`src/sv/pgc_pkg.sv`:
```
`timescale 1ns / 1ps
// Shared types and constants for the pointer gesture classifier.
// No dependencies; used by every module of the block.
package pgc_pkg;

   localparam int REQ_DATA_W = 112;
   localparam int RSP_DATA_W = 64;
   localparam int CSR_INDEX_W = 1;
   localparam int CSR_DATA_W = 32;

   localparam logic [31:0] DCLICK_DELAY_RESET = 32'd250;
   localparam logic [7:0]  DRAG_THRESH_RESET = 8'd3;

   typedef enum logic [CSR_INDEX_W-1:0] {
      REG_DCLICK_DELAY = 1'b0,
      REG_DRAG_THRESH  = 1'b1
   } reg_index_type;

   typedef enum logic [1:0] {
      OP_PRESS   = 2'd0,
      OP_RELEASE = 2'd1,
      OP_MOTION  = 2'd2
   } op_type;

   typedef enum logic [2:0] {
      G_NONE        = 3'd0,
      G_PRESS       = 3'd1,
      G_DOUBLE      = 3'd2,
      G_CLICK       = 3'd3,
      G_DRAG_MOVE   = 3'd4,
      G_DRAG_END    = 3'd5,
      G_IGNORED_REL = 3'd6
   } gesture_type;

   typedef struct packed {
      op_type             opcode;
      logic [7:0]         button;
      logic [15:0]        modifiers;
      logic [15:0]        target;
      logic [1:0]         ctx;
      logic signed [15:0] pos_x;
      logic signed [15:0] pos_y;
      logic [31:0]        event_time;
   } item_type;

   typedef struct packed {
      logic [7:0]         button;
      logic [15:0]        modifiers;
      logic [15:0]        target;
      logic [1:0]         ctx;
      logic signed [15:0] last_x;
      logic signed [15:0] last_y;
      logic [31:0]        last_time;
      logic               has_moved;
      logic               clicked_once;
   } track_type;

   typedef struct packed {
      gesture_type        gesture;
      logic [7:0]         button;
      logic [15:0]        modifiers;
      logic [1:0]         ctx;
      logic signed [16:0] delta_x;
      logic signed [16:0] delta_y;
   } result_type;

   localparam track_type TRACK_RESET = '{
      button:       8'd0,
      modifiers:    16'd0,
      target:       16'd0,
      ctx:          2'd0,
      last_x:       16'hFFFF,
      last_y:       16'hFFFF,
      last_time:    32'd0,
      has_moved:    1'b0,
      clicked_once: 1'b0
   };

endpackage

```
`src/sv/pgc_in_reg.sv`:
```
`timescale 1ns / 1ps
// Input register of the gesture classifier: holds one decoded event.
// Depends on pgc_pkg for the event record.
module pgc_in_reg (
   input  logic              clock,
   input  logic              reset,
   input  logic              in_valid,
   input  pgc_pkg::item_type in_item,
   output logic              in_ready,
   input  logic              take,
   output logic              valid,
   output pgc_pkg::item_type item
);

   logic              valid_ff;
   logic              valid_in;
   pgc_pkg::item_type item_ff;

   assign in_ready = !valid_ff || take;
   assign valid    = valid_ff;
   assign item     = item_ff;

   always_comb begin
      if (in_valid && in_ready) begin
         valid_in = 1'b1;
      end else if (take) begin
         valid_in = 1'b0;
      end else begin
         valid_in = valid_ff;
      end
   end

   always_ff @(posedge clock) begin
      if (reset) begin
         valid_ff <= 1'b0;
      end else begin
         valid_ff <= valid_in;
      end
   end

   always_ff @(posedge clock) begin
      if (in_valid && in_ready) begin
         item_ff <= in_item;
      end
   end

endmodule

```
`src/sv/pgc_track.sv`:
```
`timescale 1ns / 1ps
// Tracking state of the gesture classifier: held press, last position and time.
// Depends on pgc_pkg for the state record and its reset value.
module pgc_track (
   input  logic               clock,
   input  logic               reset,
   input  logic               load,
   input  pgc_pkg::track_type state_in,
   output pgc_pkg::track_type state
);

   pgc_pkg::track_type state_ff;

   assign state = state_ff;

   always_ff @(posedge clock) begin
      if (reset) begin
         state_ff <= pgc_pkg::TRACK_RESET;
      end else if (load) begin
         state_ff <= state_in;
      end
   end

endmodule

```
`src/sv/pgc_classify.sv`:
```
`timescale 1ns / 1ps
// Combinational gesture decision: result and next tracking state for one event.
// Depends on pgc_pkg for the event, state and result records.
module pgc_classify (
   input  pgc_pkg::item_type   item,
   input  pgc_pkg::track_type  cur,
   input  logic [31:0]         dclick_delay,
   input  logic [7:0]          drag_thresh,
   output pgc_pkg::result_type res,
   output pgc_pkg::track_type  nxt
);

   logic signed [16:0] dx;
   logic signed [16:0] dy;
   logic signed [17:0] dx_w;
   logic signed [17:0] dy_w;
   logic signed [17:0] thr_w;
   logic               in_zone;
   logic [31:0]        time_diff;
   logic               gap_small;
   logic               same_press;

   assign dx    = {item.pos_x[15], item.pos_x} - {cur.last_x[15], cur.last_x};
   assign dy    = {item.pos_y[15], item.pos_y} - {cur.last_y[15], cur.last_y};
   assign dx_w  = {dx[16], dx};
   assign dy_w  = {dy[16], dy};
   assign thr_w = {10'd0, drag_thresh};

   assign in_zone = (dx_w > -thr_w) && (dx_w < thr_w) &&
                    (dy_w > -thr_w) && (dy_w < thr_w);

   assign time_diff = (item.event_time < cur.last_time) ?
                      cur.last_time - item.event_time :
                      item.event_time - cur.last_time;
   assign gap_small = time_diff < dclick_delay;

   assign same_press = item.button == cur.button && item.modifiers == cur.modifiers &&
                       item.target == cur.target && item.ctx == cur.ctx;

   always_comb begin
      res = '0;
      res.gesture = pgc_pkg::G_NONE;
      nxt = cur;
      unique case (item.opcode)
         pgc_pkg::OP_PRESS: begin
            res.gesture   = (cur.clicked_once && gap_small && same_press) ?
                            pgc_pkg::G_DOUBLE : pgc_pkg::G_PRESS;
            res.button    = item.button;
            res.modifiers = item.modifiers;
            res.ctx       = item.ctx;
            nxt.button       = item.button;
            nxt.modifiers    = item.modifiers;
            nxt.target       = item.target;
            nxt.ctx          = item.ctx;
            nxt.last_x       = item.pos_x;
            nxt.last_y       = item.pos_y;
            nxt.last_time    = item.event_time;
            nxt.has_moved    = 1'b0;
            nxt.clicked_once = 1'b0;
         end
         pgc_pkg::OP_RELEASE: begin
            if (item.button != cur.button) begin
               res.gesture = pgc_pkg::G_IGNORED_REL;
               res.button  = item.button;
            end else begin
               if (!cur.has_moved) begin
                  res.gesture      = pgc_pkg::G_CLICK;
                  nxt.clicked_once = 1'b1;
               end else begin
                  res.gesture = pgc_pkg::G_DRAG_END;
               end
               res.button    = cur.button;
               res.modifiers = cur.modifiers;
               res.ctx       = cur.ctx;
            end
         end
         pgc_pkg::OP_MOTION: begin
            if (cur.has_moved || !in_zone) begin
               res.gesture   = pgc_pkg::G_DRAG_MOVE;
               res.button    = cur.button;
               res.modifiers = cur.modifiers;
               res.ctx       = cur.ctx;
               res.delta_x   = dx;
               res.delta_y   = dy;
               nxt.last_time = item.event_time;
               nxt.last_x    = item.pos_x;
               nxt.last_y    = item.pos_y;
               nxt.has_moved = 1'b1;
            end
         end
         default: begin
            res.gesture = pgc_pkg::G_NONE;
         end
      endcase
   end

endmodule

```
`src/sv/pointer_gesture_classifier_core.sv`:
```
`timescale 1ns / 1ps
// Top level of the pointer gesture classifier: ports, settings, result register.
// Depends on pgc_pkg, pgc_in_reg, pgc_track and pgc_classify.
//
//   channel | direction | handshake            | payload
//   req     | in        | req_tvalid/tready    | tuser opcode, tdata event fields
//   rsp     | out       | rsp_tvalid/tready    | tuser gesture, tdata result fields
//   csr     | in        | csr_valid/csr_ready  | csr_index, csr_data
//
// One event per cycle sustained while rsp_tready holds; an event passes the input and then the result register.
// The decision is one level of logic between the input and result registers;
// tracking state is written as the event moves into the result register.
// Reset restores the settings to 250 ms and 3, and returns the tracking state to TRACK_RESET.
// A stalled result holds in its register while the input register still fills.
module pointer_gesture_classifier_core (
   input  logic                           clock,
   input  logic                           reset,
   input  logic                           req_tvalid,
   output logic                           req_tready,
   // button_number, modifier_mask, target_id, context_kind, pos_x, pos_y,
   // event_time, zero padding
   input  logic [pgc_pkg::REQ_DATA_W-1:0] req_tdata,
   // opcode
   input  logic [1:0]                     req_tuser,
   output logic                           rsp_tvalid,
   input  logic                           rsp_tready,
   // out_button, out_modifiers, out_context, delta_x, delta_y, zero padding
   output logic [pgc_pkg::RSP_DATA_W-1:0] rsp_tdata,
   // gesture
   output logic [2:0]                     rsp_tuser,
   input  logic                           csr_valid,
   output logic                           csr_ready,
   input  logic [pgc_pkg::CSR_INDEX_W-1:0] csr_index,
   input  logic [pgc_pkg::CSR_DATA_W-1:0] csr_data
);

   pgc_pkg::item_type   req_item;
   pgc_pkg::item_type   s1_item;
   logic                s1_valid;
   logic                advance;
   pgc_pkg::track_type  state;
   pgc_pkg::track_type  state_next;
   pgc_pkg::result_type result;

   logic                rsp_valid_ff;
   logic                rsp_valid_in;
   pgc_pkg::result_type rsp_ff;
   logic [31:0]         dclick_delay_ff;
   logic [7:0]          drag_thresh_ff;

   assign req_item.opcode     = pgc_pkg::op_type'(req_tuser);
   assign req_item.button     = req_tdata[7:0];
   assign req_item.modifiers  = req_tdata[23:8];
   assign req_item.target     = req_tdata[39:24];
   assign req_item.ctx        = req_tdata[41:40];
   assign req_item.pos_x      = req_tdata[57:42];
   assign req_item.pos_y      = req_tdata[73:58];
   assign req_item.event_time = req_tdata[105:74];

   assign advance = s1_valid && (!rsp_valid_ff || rsp_tready);

   pgc_in_reg u_in_reg (
      .clock    (clock),
      .reset    (reset),
      .in_valid (req_tvalid),
      .in_item  (req_item),
      .in_ready (req_tready),
      .take     (advance),
      .valid    (s1_valid),
      .item     (s1_item)
   );

   pgc_track u_track (
      .clock    (clock),
      .reset    (reset),
      .load     (advance),
      .state_in (state_next),
      .state    (state)
   );

   pgc_classify u_classify (
      .item         (s1_item),
      .cur          (state),
      .dclick_delay (dclick_delay_ff),
      .drag_thresh  (drag_thresh_ff),
      .res          (result),
      .nxt          (state_next)
   );

   // settings
   assign csr_ready = 1'b1;

   always_ff @(posedge clock) begin
      if (reset) begin
         dclick_delay_ff <= pgc_pkg::DCLICK_DELAY_RESET;
         drag_thresh_ff  <= pgc_pkg::DRAG_THRESH_RESET;
      end else if (csr_valid && csr_ready) begin
         unique case (pgc_pkg::reg_index_type'(csr_index))
            pgc_pkg::REG_DCLICK_DELAY: dclick_delay_ff <= csr_data;
            pgc_pkg::REG_DRAG_THRESH:  drag_thresh_ff  <= csr_data[7:0];
            default: ;
         endcase
      end
   end

   // result register
   always_comb begin
      if (advance) begin
         rsp_valid_in = 1'b1;
      end else if (rsp_tready) begin
         rsp_valid_in = 1'b0;
      end else begin
         rsp_valid_in = rsp_valid_ff;
      end
   end

   always_ff @(posedge clock) begin
      if (reset) begin
         rsp_valid_ff <= 1'b0;
      end else begin
         rsp_valid_ff <= rsp_valid_in;
      end
   end

   always_ff @(posedge clock) begin
      if (advance) begin
         rsp_ff <= result;
      end
   end

   assign rsp_tvalid = rsp_valid_ff;
   assign rsp_tuser  = rsp_ff.gesture;
   assign rsp_tdata  = {4'd0, rsp_ff.delta_y, rsp_ff.delta_x, rsp_ff.ctx,
                        rsp_ff.modifiers, rsp_ff.button};

   a_none_zero : assert property (@(posedge clock) disable iff (reset)
      rsp_valid_ff && rsp_ff.gesture == pgc_pkg::G_NONE |-> rsp_tdata == '0)
      else $error("swallowed event carries payload");

   a_delta_only_move : assert property (@(posedge clock) disable iff (reset)
      rsp_valid_ff && rsp_ff.gesture != pgc_pkg::G_DRAG_MOVE |->
         rsp_ff.delta_x == '0 && rsp_ff.delta_y == '0)
      else $error("delta reported outside a drag move");

   a_press_clears_motion : assert property (@(posedge clock) disable iff (reset)
      advance && s1_item.opcode == pgc_pkg::OP_PRESS |=>
         !state.has_moved && !state.clicked_once)
      else $error("press did not clear motion and click flags");

   a_move_sets_moved : assert property (@(posedge clock) disable iff (reset)
      advance && result.gesture == pgc_pkg::G_DRAG_MOVE |=>
         state.has_moved && rsp_valid_ff)
      else $error("drag move did not mark motion");

   a_ignored_release : assert property (@(posedge clock) disable iff (reset)
      advance && result.gesture == pgc_pkg::G_IGNORED_REL |=> $stable(state))
      else $error("ignored release changed tracking state");

endmodule
```
`config.mk`:
```
export PLATFORM = sky130hd
export DESIGN_NAME = pointer_gesture_classifier_core
export DESIGN_NICKNAME = d
export VERILOG_FILES = /design/src/sv/pgc_pkg.sv /design/src/sv/pgc_in_reg.sv /design/src/sv/pgc_track.sv /design/src/sv/pgc_classify.sv /design/src/sv/pointer_gesture_classifier_core.sv
export SDC_FILE = /design/constraint.sdc
export NUM_CORES = 1
export LEC_CHECK = 0
export BUFFER_PORTS_ARGS = -buffer_cell sky130_fd_sc_hd__buf_2
export CAP_MARGIN = 25
export CORE_MARGIN = 5
export CORE_UTILIZATION = 51
export CTS_BUF_LIST = sky130_fd_sc_hd__clkbuf_4
export DETAILED_ROUTE_END_ITERATION = 7
export PLACE_DENSITY = 0.68
export SYNTH_ARGS = -nofsm -noshare
export SYNTH_HDL_FRONTEND = slang
export SYNTH_SLANG_ARGS = --single-unit
```
`constraint.sdc`:
```
create_clock -name clock -period 13 [get_ports clock]
set_input_delay 0.65 -clock clock [delete_from_list [all_inputs] [get_ports clock]]
set_output_delay 0.65 -clock clock [all_outputs]
set_load 0.1 [all_outputs]
```
==> flow_metrics.py <==
metrics = {
    "status": {
        "outcome": "finished clean",
    },
    "logic_synthesis": {
        "yosys.cell_types.count": 78,
        "synth-edff-count": 171,
        "synth_ff_type": "edfxtp_1",
        "synthXorXnorAreaFrac_pct": 4.17,
        "synthArstFlopShare_pct": 0,
        "synth-seq-cells": 321,
        "synth_top_family_by_area": "compound AO/OA/AOI/OAI gates",
        "avgSynthCellArea_um2": 9.45,
        "synthMuxAreaShare_pct": 4.16,
        "synthAdderAreaFrac_pct": 12.0,
        "ys_seq_area_share_pct": 42.6,
        "synth-simple-area-share_pct": 15.0,
        "synth_area_um2": 19100,
        "synthCells": 2020,
        "yosysWarnings": 0,
        "synth_compound_area_share_pct": 16.3,
    },
    "placed_design": {
        "place_congestion": 0.899,
        "place_ws_ns": 6.83,
        "place_hpwl_um": 34000,
        "io_buffers": 210,
        "place_inst": 2620,
    },
    "critical_path": {
        "startpoint_type": "register",
        "cp_data_required_time_ns": 13.66,
        "path_max_fanout": 48,
        "critPathKind": "register to register",
        "cp_data_arrival_time_ns": 6.87,
        "cp-end-kind": "register",
    },
    "clock_tree": {
        "cts_num_sinks": 321,
        "cts_tree": "done",
        "clk_pin_slew_worst_paths_ns": 0.07,
        "clk_path_buf_depth": 3,
        "post-cts-setup-buffer-count": 0,
        "cts-resized-gates": 0,
        "cts_made_buffers": 84,
        "cts_root_buf": "clkbuf_4",
        "cts.htree.levels": 3,
        "clk_latency_ns": 0.79,
        "cts-hold-fix-buffers": 83,
    },
    "worst_hold_path": {
        "hold_class": "input pin to register",
    },
    "floorplanning": {
        "pin_count": 222,
        "fp.dieW_um": 203,
        "rows": 70,
        "die_area_um2": 41400,
        "core-area_um2": 36800,
        "die_y_um": 203,
        "start_util_pct": 51.9,
    },
    "layout": {
        "num-nets-final": 2657,
        "stdcell_count": 2868,
        "multi_input_area_um2": 9880,
        "areaGrowthSynthToFinish_pct": 17.4,
        "layout_commonest_cell": "buf_2",
        "regArea_um2": 8140,
        "drive_gt1_share_pct": 15.9,
        "fillers": 3221,
        "layout_common_cells": "209 x buf_2, 208 x nand2_1, 176 x ha_1",
    },
    "route": {
        "post_drt_wl_per_cell_um": 16.5,
        "via_count": 15400,
        "routed_wirelength_um": 47300,
        "via_per_inst": 5.36,
        "route.detailed.drc": 0,
        "drt_iter0_markers": 725,
        "first_pass_iters": 5,
        "ant_nets": 0,
    },
    "timing": {
        "fmax_mhz": 161,
        "hold_viol_final": 0,
        "fin_crit_sh_pct": 47.8,
        "layout_min_cycle_time_ns": 6.21,
        "maxSlewViolCount": 0,
        "fin_ws_ns": 6.79,
        "worst_pin_slew_ns": 1.05,
        "final.setup.tns_ns": 0,
        "fin_skew_ns": 0.0593,
        "setup_viol": 0,
        "grt_setup_unrepaired": "no",
        "relSlewSlack_pct": 29.6,
    },
    "power": {
        "ir_drop_mv": 0.0787,
        "power_density_nw_per_um2": 120,
        "p_leak_uw": 0.0103,
    },
    "global_routing": {
        "grt_max_degree": 128,
        "grt_use_total_pct": 22.5,
        "grt_overflow": 0,
        "grt_first_pass_wirelength_um": 76400,
        "grt_pass1_vias": 15500,
        "antenna_found_initial": 5,
    },
    "job": {
        "maxCapViolCount": 0,
    },
}
[per-layer routing]
layer | track usage (%) | routed length, µm | up-vias
met4 | 7.81 | 1390 | 6
met5 | 0 | 31 | -
met3 | 4.85 | 2330 | 106
li1 | - | - | 7759
met1 | 28.4 | 20900 | 7137
met2 | 38.5 | 22600 | 377
[final cells by class]
cell class              count  share of cell area [%]
flip-flops and latches    321                    36.3
clock buffers             131                    4.39
multi-input cells        1435                    44.1
repair buffers            308                    9.06
clock inverters            26                   0.564
diodes                      4                  0.0447
inverters                 175                    2.93
well taps                 468                    2.61
[flip-flops by register name (all words and copies together) (netlist names)]
register,count
u_track.state,108
u_in_reg.valid,1
drag_thresh_ff,8
rsp_tdata,60
dclick_delay_ff,32
rsp_tuser,3
u_in_reg.item,108
rsp_tvalid,1
[Yosys cell counts (6+ instances only)]
cell type  number  area, µm²
o31ai_1         6       45.0
nand4_1        28        175
a21o_1         65        488
and2_1         27        169
clkbuf_1       68        255
nor4_1         12       75.1
edfxtp_1      171       5130
dfxtp_1       150       3000
xnor2_1        42        368
a21oi_1       174        871
nand3_1        26        130
a22o_1         28        245
inv_1         173        649
a31oi_1        12       75.1
a211o_1        12        105
or3_1           7       43.8
nor2_1        147        552
o21ai_0        61        305
a211oi_1       17        128
buf_4           8       60.1
mux2i_1        77        771
o211ai_1       13       97.6
nand2b_1       77        482
nand2_1       208        781
o21a_1         21        158
buf_6           8       90.1
nor3_1         26        130
nor2b_1        23        144
and3_1          7       43.8
o21bai_1       12       90.1
ha_1          176       2200
xor2_1         49        429
[per-stage QoR]
step	total power [µW]	area [µm²]	util [%]	hold slack (ns)
global route	2860	22400	60.9	-0.00678
global placement	1790	20400	55.4	0.444
CTS	2730	22400	60.8	0.000274
finish	2690	22400	60.9	0.0700
detailed placement	1800	20400	55.5	0.449
floorplan	1650	19100	-	0.434
[worst max-delay path, cell delays in order, from the launching register on]
cell and delay, ns:
edfxtp_1 0.44, inv_1 0.09, ha_1 0.17, inv_1 0.05, fa_1 0.44, a211oi_2 0.24
o21ai_1 0.18, o2111a_1 0.32, or3_1 0.41, and2_1 0.20, ha_1 0.28, nand4_1 0.08
or4_1 0.55, o21ai_0 0.16, o21bai_1 0.12, nor4_1 0.19, a31oi_1 0.24, nor3_1 0.30
o31a_2 0.56, buf_4 0.78, mux2i_1 0.28
[cells by family after synthesis]
family	after synthesis
buf+inv	267
flops	321
compound gates	474
simple gates	606
mux	79
other cells	2
fa+ha+maj	180
xor+xnor	91
[where the power goes]
group	internal [µW]	leakage, µW	switching [µW]	total (µW)
Combinational	246	0.00673	399	645
Clock	463	0.000659	425	888
Sequential	1130	0.00288	33.6	1160
[final timing paths]
check | from | end | slack [ns] | cells past startpoint
min | req_tdata[103] | u_in_reg.item[29] | 0.07 | 1
max | u_in_reg.item[32] | u_track.state[47] | 6.79 | 20
max reg2reg | u_in_reg.item[32] | u_track.state[47] | 6.79 | 20
min reg2reg | dclick_delay_ff[20] | dclick_delay_ff[20] | 0.46 | 2
Note: power is estimated with default switching activity, not from simulation.
